[config.mk]
export PLATFORM = sky130hd
export DESIGN_NAME = calendar_date_adder
export DESIGN_NICKNAME = d
export VERILOG_FILES = /design/src/design/cda_pkg.sv /design/src/design/cda_unit.sv /design/src/design/calendar_date_adder.sv
export SDC_FILE = /design/constraint.sdc
export NUM_CORES = 1
export LEC_CHECK = 0
export ABC_CLOCK_PERIOD_IN_PS = 7150
export BUFFER_PORTS_ARGS = -buffer_cell sky130_fd_sc_hd__buf_2
export CORE_MARGIN = 2
export CORE_UTILIZATION = 39
export DETAILED_ROUTE_END_ITERATION = 6
export SYNTH_ARGS = -nofsm -noshare
export SYNTH_HDL_FRONTEND = slang
export SYNTH_SLANG_ARGS = --single-unit
[constraint.sdc]
create_clock -name clk -period 7.15 [get_ports clk]
set_input_delay 1.43 -clock clk [delete_from_list [all_inputs] [get_ports clk]]
set_output_delay 1.43 -clock clk [all_outputs]
set_load 0.005 [all_outputs]
[src/design/cda_pkg.sv]
// calendar date adder package: payload types, codes, constants and month table
package cda_pkg;

    typedef struct packed {
        logic [1:0]         kind;
        logic signed [15:0] amount;
    } req_t;

    typedef struct packed {
        logic [12:0] cur_year;
        logic [3:0]  cur_month;
        logic [4:0]  cur_day;
    } rsp_t;

    typedef struct packed {
        logic [12:0] start_year;
        logic [3:0]  start_month;
        logic [4:0]  start_day;
    } cfg_t;

    typedef enum logic [2:0] {
        OP_NONE = 3'd0,
        OP_LOAD = 3'd1,
        OP_YEAR = 3'd2,
        OP_PREP = 3'd3,
        OP_DIV  = 3'd4,
        OP_MFIN = 3'd5,
        OP_DAY  = 3'd6
    } op_t;

    typedef struct packed {
        rsp_t        date;
        logic [16:0] rem;
        logic [3:0]  modr;
        logic        last;
    } res_t;

    localparam logic [1:0] KIND_RESTART = 2'd0;
    localparam logic [1:0] KIND_DAYS    = 2'd1;
    localparam logic [1:0] KIND_MONTHS  = 2'd2;
    localparam logic [1:0] KIND_YEARS   = 2'd3;

    localparam logic [1:0] CFG_START_YEAR  = 2'd0;
    localparam logic [1:0] CFG_START_MONTH = 2'd1;
    localparam logic [1:0] CFG_START_DAY   = 2'd2;

    localparam int RESET_YEAR  = 2021;
    localparam int RESET_MONTH = 11;
    localparam int RESET_DAY   = 19;

    // month index offset so the dividend is never negative: 12 * QUOT_BIAS
    localparam int DIV_BIAS  = 32772;
    localparam int QUOT_BIAS = 2731;

    // ceiling of 2^17 / 3
    localparam logic [15:0] RECIP_3 = 16'd43691;

    function automatic logic [4:0] month_len(logic [3:0] m);
        logic [4:0] len;
        unique case (m)
            4'd2:                      len = 5'd28;
            4'd4, 4'd6, 4'd9, 4'd11:   len = 5'd30;
            default:                   len = 5'd31;
        endcase
        return len;
    endfunction

endpackage

[src/design/cda_unit.sv]
// calendar date adder shared step unit: saturating year adder, day stepper, divide-by-12 step
module cda_unit #(
    parameter int unsigned MAX_YEAR = 5000
) (
    input  cda_pkg::op_t        op,
    input  cda_pkg::rsp_t       date,
    input  logic [16:0]         rem,
    input  logic [3:0]          modr,
    input  logic signed [15:0]  amount,
    input  cda_pkg::cfg_t       cfg,
    output cda_pkg::res_t       res
);

    localparam logic signed [18:0] MAX_SUM = 19'(MAX_YEAR);
    localparam logic [12:0]        MAX_Y13 = 13'(MAX_YEAR);

    logic signed [17:0] day_sum;
    logic [4:0]         len;
    logic [4:0]         prev_len;
    logic [3:0]         prev_month;
    logic [3:0]         next_month;
    logic               below;
    logic               above;
    logic signed [17:0] inc;
    logic signed [18:0] year_sum;
    logic [12:0]        year_sat;
    logic [14:0]        div_y;
    logic [30:0]        div_prod;
    logic [13:0]        div_q;
    logic [14:0]        div_r3;
    logic [3:0]         load_month;
    logic [4:0]         load_len;
    logic [4:0]         load_day;
    logic signed [17:0] prep_sum;

    assign day_sum    = 18'($signed(rem)) + $signed({13'b0, date.cur_day});
    assign len        = cda_pkg::month_len(date.cur_month);
    assign prev_month = (date.cur_month == 4'd1) ? 4'd12 : date.cur_month - 4'd1;
    assign next_month = (date.cur_month == 4'd12) ? 4'd1 : date.cur_month + 4'd1;
    assign prev_len   = cda_pkg::month_len(prev_month);
    assign below      = day_sum < 18'sd1;
    assign above      = day_sum > $signed({13'b0, len});
    assign prep_sum   = $signed({14'b0, date.cur_month}) + 18'(amount)
                        + 18'(cda_pkg::DIV_BIAS) - 18'sd1;

    // divide by 12 as a shift by 2 then a reciprocal multiply by 1/3
    assign div_y    = rem[16:2];
    assign div_prod = 31'(div_y) * 31'(cda_pkg::RECIP_3);
    assign div_q    = div_prod[30:17];
    assign div_r3   = div_y - ({div_q, 1'b0} + {1'b0, div_q});

    // restart values clipped to range
    always_comb
    begin
        if (cfg.start_month == 4'd0)
        begin
            load_month = 4'd1;
        end
        else if (cfg.start_month > 4'd12)
        begin
            load_month = 4'd12;
        end
        else
        begin
            load_month = cfg.start_month;
        end
        load_len = cda_pkg::month_len(load_month);
        if (cfg.start_day == 5'd0)
        begin
            load_day = 5'd1;
        end
        else if (cfg.start_day > load_len)
        begin
            load_day = load_len;
        end
        else
        begin
            load_day = cfg.start_day;
        end
    end

    // shared year adder
    always_comb
    begin
        unique case (op)
            cda_pkg::OP_YEAR: inc = 18'(amount);
            cda_pkg::OP_MFIN: inc = $signed({1'b0, rem}) - 18'(cda_pkg::QUOT_BIAS);
            cda_pkg::OP_DAY:
            begin
                if (below && date.cur_month == 4'd1)
                begin
                    inc = -18'sd1;
                end
                else if (!below && above && date.cur_month == 4'd12)
                begin
                    inc = 18'sd1;
                end
                else
                begin
                    inc = 18'sd0;
                end
            end
            default:          inc = 18'sd0;
        endcase
        year_sum = $signed({6'b0, date.cur_year}) + 19'(inc);
        if (year_sum < 19'sd0)
        begin
            year_sat = 13'd0;
        end
        else if (year_sum > MAX_SUM)
        begin
            year_sat = MAX_Y13;
        end
        else
        begin
            year_sat = year_sum[12:0];
        end
    end

    always_comb
    begin
        res.date = date;
        res.rem  = rem;
        res.modr = modr;
        res.last = 1'b0;
        unique case (op)
            cda_pkg::OP_LOAD:
            begin
                res.date.cur_year  = (cfg.start_year > MAX_Y13) ? MAX_Y13 : cfg.start_year;
                res.date.cur_month = load_month;
                res.date.cur_day   = load_day;
                res.last           = 1'b1;
            end
            cda_pkg::OP_YEAR:
            begin
                res.date.cur_year = year_sat;
                res.last          = 1'b1;
            end
            cda_pkg::OP_PREP:
            begin
                res.rem  = prep_sum[16:0];
                res.modr = 4'd0;
            end
            cda_pkg::OP_DIV:
            begin
                res.rem  = {3'b0, div_q};
                res.modr = {div_r3[1:0], rem[1:0]};
            end
            cda_pkg::OP_MFIN:
            begin
                res.date.cur_month = modr + 4'd1;
                res.date.cur_year  = year_sat;
                res.last           = 1'b1;
            end
            cda_pkg::OP_DAY:
            begin
                res.date.cur_year = year_sat;
                if (below)
                begin
                    res.rem            = day_sum[16:0];
                    res.date.cur_day   = prev_len;
                    res.date.cur_month = prev_month;
                end
                else if (above)
                begin
                    res.rem            = 17'(day_sum - $signed({13'b0, len}) - 18'sd1);
                    res.date.cur_day   = 5'd1;
                    res.date.cur_month = next_month;
                end
                else
                begin
                    res.date.cur_day = day_sum[4:0];
                    res.last         = 1'b1;
                end
            end
            default:
            begin
                res.last = 1'b0;
            end
        endcase
    end

endmodule

[src/design/calendar_date_adder.sv]
// calendar date adder top level: sequencer, date state, config registers, result register
//
//  channel  direction  handshake              payload
//  req      in         req_valid/req_ready    cda_pkg::req_t (kind, amount)
//  rsp      out        rsp_valid/rsp_ready    cda_pkg::rsp_t (cur_year, cur_month, cur_day)
//  cfg      in         cfg_valid/cfg_ready    cfg_index, cfg_data
//
//  restart and year add: one step state (S_LOAD or S_YEAR), then S_DONE loads the result register
//  month add: the bias (S_PREP), divide-by-12 (S_DIV) and carry (S_MFIN) steps, then S_DONE
//  day add: S_DAY crosses one month boundary per cycle until the day fits, then S_DONE
//  one item at a time; req_ready is high only when idle, also while a result waits
//  asynchronous active-low reset loads the date 2021-11-19 (year capped at MAX_YEAR) and the same start registers
module calendar_date_adder #(
    parameter int unsigned MAX_YEAR = 5000
) (
    input  logic           clk,
    input  logic           rst_n,
    input  logic           req_valid,
    output logic           req_ready,
    input  cda_pkg::req_t  req,
    output logic           rsp_valid,
    input  logic           rsp_ready,
    output cda_pkg::rsp_t  rsp,
    input  logic           cfg_valid,
    output logic           cfg_ready,
    input  logic [1:0]     cfg_index,
    input  logic [12:0]    cfg_data
);

    typedef enum logic [7:0] {
        S_IDLE = 8'b0000_0001,
        S_LOAD = 8'b0000_0010,
        S_YEAR = 8'b0000_0100,
        S_DAY  = 8'b0000_1000,
        S_PREP = 8'b0001_0000,
        S_DIV  = 8'b0010_0000,
        S_MFIN = 8'b0100_0000,
        S_DONE = 8'b1000_0000
    } state_t;

    localparam logic [12:0] RST_YEAR =
        13'((MAX_YEAR < cda_pkg::RESET_YEAR) ? MAX_YEAR : cda_pkg::RESET_YEAR);

    state_t              state_reg, state_next;
    cda_pkg::rsp_t       date_reg, date_next;
    logic [16:0]         rem_reg, rem_next;
    logic [3:0]          mod_reg, mod_next;
    logic signed [15:0]  amount_reg, amount_next;
    cda_pkg::cfg_t       cfg_reg, cfg_next;
    cda_pkg::rsp_t       rsp_reg, rsp_next;
    logic                rsp_valid_reg, rsp_valid_next;
    cda_pkg::op_t        op;
    cda_pkg::res_t       res;
    logic                req_take;
    logic                rsp_free;

    assign req_ready = (state_reg == S_IDLE);
    assign req_take  = req_valid && req_ready;
    assign rsp_valid = rsp_valid_reg;
    assign rsp       = rsp_reg;
    assign cfg_ready = 1'b1;
    assign rsp_free  = !rsp_valid_reg || rsp_ready;

    cda_unit #(
        .MAX_YEAR (MAX_YEAR)
    ) u_cda_unit (
        .op     (op),
        .date   (date_reg),
        .rem    (rem_reg),
        .modr   (mod_reg),
        .amount (amount_reg),
        .cfg    (cfg_reg),
        .res    (res)
    );

    always_comb
    begin
        unique case (state_reg)
            S_LOAD:  op = cda_pkg::OP_LOAD;
            S_YEAR:  op = cda_pkg::OP_YEAR;
            S_DAY:   op = cda_pkg::OP_DAY;
            S_PREP:  op = cda_pkg::OP_PREP;
            S_DIV:   op = cda_pkg::OP_DIV;
            S_MFIN:  op = cda_pkg::OP_MFIN;
            default: op = cda_pkg::OP_NONE;
        endcase
    end

    always_comb
    begin
        state_next  = state_reg;
        date_next   = res.date;
        rem_next    = res.rem;
        mod_next    = res.modr;
        amount_next = amount_reg;
        unique case (state_reg)
            S_IDLE:
            begin
                if (req_take)
                begin
                    amount_next = req.amount;
                    rem_next    = 17'(req.amount);
                    unique case (req.kind)
                        cda_pkg::KIND_RESTART: state_next = S_LOAD;
                        cda_pkg::KIND_DAYS:    state_next = S_DAY;
                        cda_pkg::KIND_MONTHS:  state_next = S_PREP;
                        cda_pkg::KIND_YEARS:   state_next = S_YEAR;
                        default:               state_next = S_IDLE;
                    endcase
                end
            end
            S_LOAD, S_YEAR, S_MFIN:
            begin
                state_next = S_DONE;
            end
            S_DAY:
            begin
                if (res.last)
                begin
                    state_next = S_DONE;
                end
            end
            S_PREP:
            begin
                state_next = S_DIV;
            end
            S_DIV:
            begin
                state_next = S_MFIN;
            end
            S_DONE:
            begin
                if (rsp_free)
                begin
                    state_next = S_IDLE;
                end
            end
            default:
            begin
                state_next = S_IDLE;
            end
        endcase
    end

    // result register
    always_comb
    begin
        rsp_next       = rsp_reg;
        rsp_valid_next = rsp_valid_reg;
        priority if (state_reg == S_DONE && rsp_free)
        begin
            rsp_next       = date_reg;
            rsp_valid_next = 1'b1;
        end
        else if (rsp_ready)
        begin
            rsp_valid_next = 1'b0;
        end
    end

    always_comb
    begin
        cfg_next = cfg_reg;
        if (cfg_valid)
        begin
            unique case (cfg_index)
                cda_pkg::CFG_START_YEAR:  cfg_next.start_year  = cfg_data;
                cda_pkg::CFG_START_MONTH: cfg_next.start_month = cfg_data[3:0];
                cda_pkg::CFG_START_DAY:   cfg_next.start_day   = cfg_data[4:0];
                default:                  cfg_next = cfg_reg;
            endcase
        end
    end

    always_ff @(posedge clk or negedge rst_n)
    begin
        if (!rst_n)
        begin
            state_reg             <= S_IDLE;
            date_reg.cur_year     <= RST_YEAR;
            date_reg.cur_month    <= 4'(cda_pkg::RESET_MONTH);
            date_reg.cur_day      <= 5'(cda_pkg::RESET_DAY);
            cfg_reg.start_year    <= 13'(cda_pkg::RESET_YEAR);
            cfg_reg.start_month   <= 4'(cda_pkg::RESET_MONTH);
            cfg_reg.start_day     <= 5'(cda_pkg::RESET_DAY);
            rsp_valid_reg         <= 1'b0;
        end
        else
        begin
            state_reg     <= state_next;
            date_reg      <= date_next;
            cfg_reg       <= cfg_next;
            rsp_valid_reg <= rsp_valid_next;
        end
    end

    always_ff @(posedge clk)
    begin
        rem_reg    <= rem_next;
        mod_reg    <= mod_next;
        amount_reg <= amount_next;
        rsp_reg    <= rsp_next;
    end

endmodule

==> results_dict.tcl <==
set metrics [dict create \
    slew_viol_final 0 \
    synth_seq_cells 112 \
    period_share_pct 92.1 \
    ff2ff_path_depth 21 \
    htreeDepth 3 \
    cp.required_ps 7240 \
    synth-edff-count 42 \
    drc 0 \
    crit_family "adder cells" \
    yosysSeqAreaShare_pct 24.6 \
    worst-path-stages 21 \
    portBuffers 61 \
    cts_buffers 9 \
    synth_nets 1539 \
    netlist_area_sq_um 12000 \
    tightest_slew_ps 1010 \
    worstSkewPairLatency_ps 370 \
    top_layer "met4" \
    clkTransAtPathRegs_ps 80 \
    critPathArrivalTime_ps 6680 \
    grt_usage_pct 21.9 \
    hpwl_um 28200 \
    cts_tree "yes" \
    start_kind "flip-flop" \
    async_reset_ff_share_pct 47.3 \
    antenna_found_initial 0 \
    ant_nets 0 \
    hold_class "flip-flop to flip-flop" \
    cts_root_buf "clkbuf_16" \
    place_area_sq_um 12900 \
    antennaDiodeCount 0 \
    synth-main-ff-cell "edfxtp_1" \
    routabilityCongestion 0.969 \
    io_pins 63 \
    nFillCells 3032 \
    cts_setup_buffers 0 \
    rsz0062_at_grt "no" \
    die_h_um 180 \
    wire_per_inst_um 20.2 \
    final_area_sq_um 13200 \
    via_count 10100 \
    grt_first_pass_wirelength_um 55900 \
    coreArea_sq_um 30500 \
    clock_skew_ps 16.8 \
    whs_path_depth 2 \
    drtPass1Iterations 5 \
    drt_iter0_markers 736 \
    crit_type "flip-flop to flip-flop" \
    area.growth.synth_to_final_pct 9.47 \
    drt_wl_total_um 35100 \
    yosysWarnings 0 \
    slowest_delay_ps 630 \
    slew_headroom_pct 32.6 \
    grt-ovfl-total 0 \
    drv_cap 0 \
    path_cells "buf_4, ha_1, fa_1, inv_1, fa_1, inv_1, fa_1, fa_1, fa_1, ha_1, nand3_1, or2_2, nor3_1, o21ai_0, and2_1, xnor2_2, ha_1, xor2_1, xnor2_1, xnor2_1, nor2_1" \
    cts.path.max_buffers 2 \
    dr_wl_met3_um 1800 \
    final_hold_viol_count 0 \
    synth_cells 1281 \
    via_per_inst 5.80 \
    end_kind "flip-flop" \
    start_util_pct 39.5 \
    grt_pass1_vias 10100 \
    grt_start_max_net_pins 54 \
    period_needed_ps 6590 \
    outcome "complete, no violations" \
    nNetsFinal 1595 \
    die_area_sq_um 32300 \
    synth_area_per_cell_sq_um 9.40 \
    synth_cell_types 95 \
    die_w_um 180 \
    crit_fanout 6 \
    cpMostUsedCell "fa_1" \
    final.setup.tns_ps 0 \
    drive_gt1_share_pct 14.6 \
    wl_met2_um 16800 \
    fmax_mhz 152 \
    path_buf_inv 3 \
    cts.sinks 112 \
    rows 64 \
    setup_viol 0 \
    slowest_stage "fa_1" \
    wl_met1_um 15300 \
]
[tightest hold or removal path: stages, from the launching register on]
cell and delay (ps):
dfstp_2 380, nand2_1 50, o21ai_1 60
[kinds of logic (layout without fill, tap and decap cells)]
family	after synthesis	count (layout)	share of synthesized area, %
buffers and inverters	184	245	5.93
other	1	1	0.0311
adder cells (fa/ha/maj)	220	220	27.0
multiplexers	29	29	2.65
AO/OA/AOI/OAI	341	341	20.5
XOR/XNOR	69	69	5.08
flip-flops	112	112	24.6
AND/OR/NAND/NOR	325	325	14.1
[through the flow]
| stage | std cells | util (%) | setup WS (ps) | hold slack, ps |
|---|---|---|---|---|
| floorplan | 1281 | - | 1140 | 451 |
| global placement | 1722 | 42.2 | 403 | 466 |
| detailed placement | 1722 | 42.2 | 414 | 473 |
| CTS | 1738 | 43.2 | 358 | 489 |
| global route | 1738 | 43.2 | 175 | 512 |
| finish | 1738 | 43.2 | 562 | 486 |
[metal layers]
layer  global-route usage [%]  vias to the layer above
li1                         -                     4765
met1                     28.3                     4911
met2                     36.9                      332
met3                     3.18                       77
met4                     8.62                        0
met5                        0                        -
[path summary, 6_finish.rpt]
check	to	start	slack, ps
max	mod_reg[3]	rem_reg[2]	560
min	date_reg[0]	date_reg[0]	490
max reg2reg	mod_reg[3]	rem_reg[2]	560
min reg2reg	date_reg[0]	date_reg[0]	490
max in group asynchronous	rsp_valid	rst_n	5460
min in group asynchronous	date_reg[3]	rst_n	1190
[cell usage after synthesis (29+ instances only)]
cell type	n	area, sq um
ha_1	153	1910
inv_1	139	522
nor2_1	81	304
nand2_1	76	285
fa_1	67	1340
a21oi_1	63	315
o21ai_0	62	310
xnor2_1	48	420
edfxtp_1	42	1260
nand3_1	31	155
clkbuf_1	30	113
dfstp_2	29	762
[what timing repair did]
action,in CTS,in global routing
endpoints found under the hold margin,0,0
hold buffers,0,0
setup endpoints to repair,0,1
resized for setup,0,1
[cell usage in the layout (no fill, tap or decap), types with 7 or more instances in the layout]
master / count
a21o_1: 24
nand3b_1: 7
nor2_1: 81
xnor2_1: 47
o311ai_0: 7
a31oi_1: 18
clkbuf_16: 9
nand3_1: 31
dfrtp_1: 24
nand2b_1: 13
nand4_1: 10
a221o_1: 9
nor3_1: 19
o221ai_1: 9
ha_1: 153
a211oi_1: 17
buf_2: 61
dfxtp_1: 17
o31ai_1: 8
o211ai_1: 12
buf_4: 26
and2_1: 10
a22oi_1: 9
a21oi_1: 63
fa_1: 67
nand2_1: 76
o21a_1: 8
dfstp_2: 29
o21ai_0: 62
nor2b_1: 13
or2_2: 7
a221oi_1: 15
edfxtp_1: 42
mux2_2: 23
xor2_1: 20
or3_1: 7
inv_1: 139
and3_1: 15
[final cells by class]
class / count / area (sq um) / share of cell area (%)
Clock buffer: 10 / 229 / 1.74
Clock inverter: 6 / 76.3 / 0.579
Inverter: 142 / 533 / 4.04
Multi-Input combinational cell: 985 / 8380 / 63.6
Sequential cell: 112 / 2960 / 22.5
Tap cell: 396 / 495 / 3.76
Timing Repair Buffer: 87 / 500 / 3.80
Power is left out: the tool's default activity adds up to more than one toggle a clock period on the data nets, which glitch-free logic cannot reach.
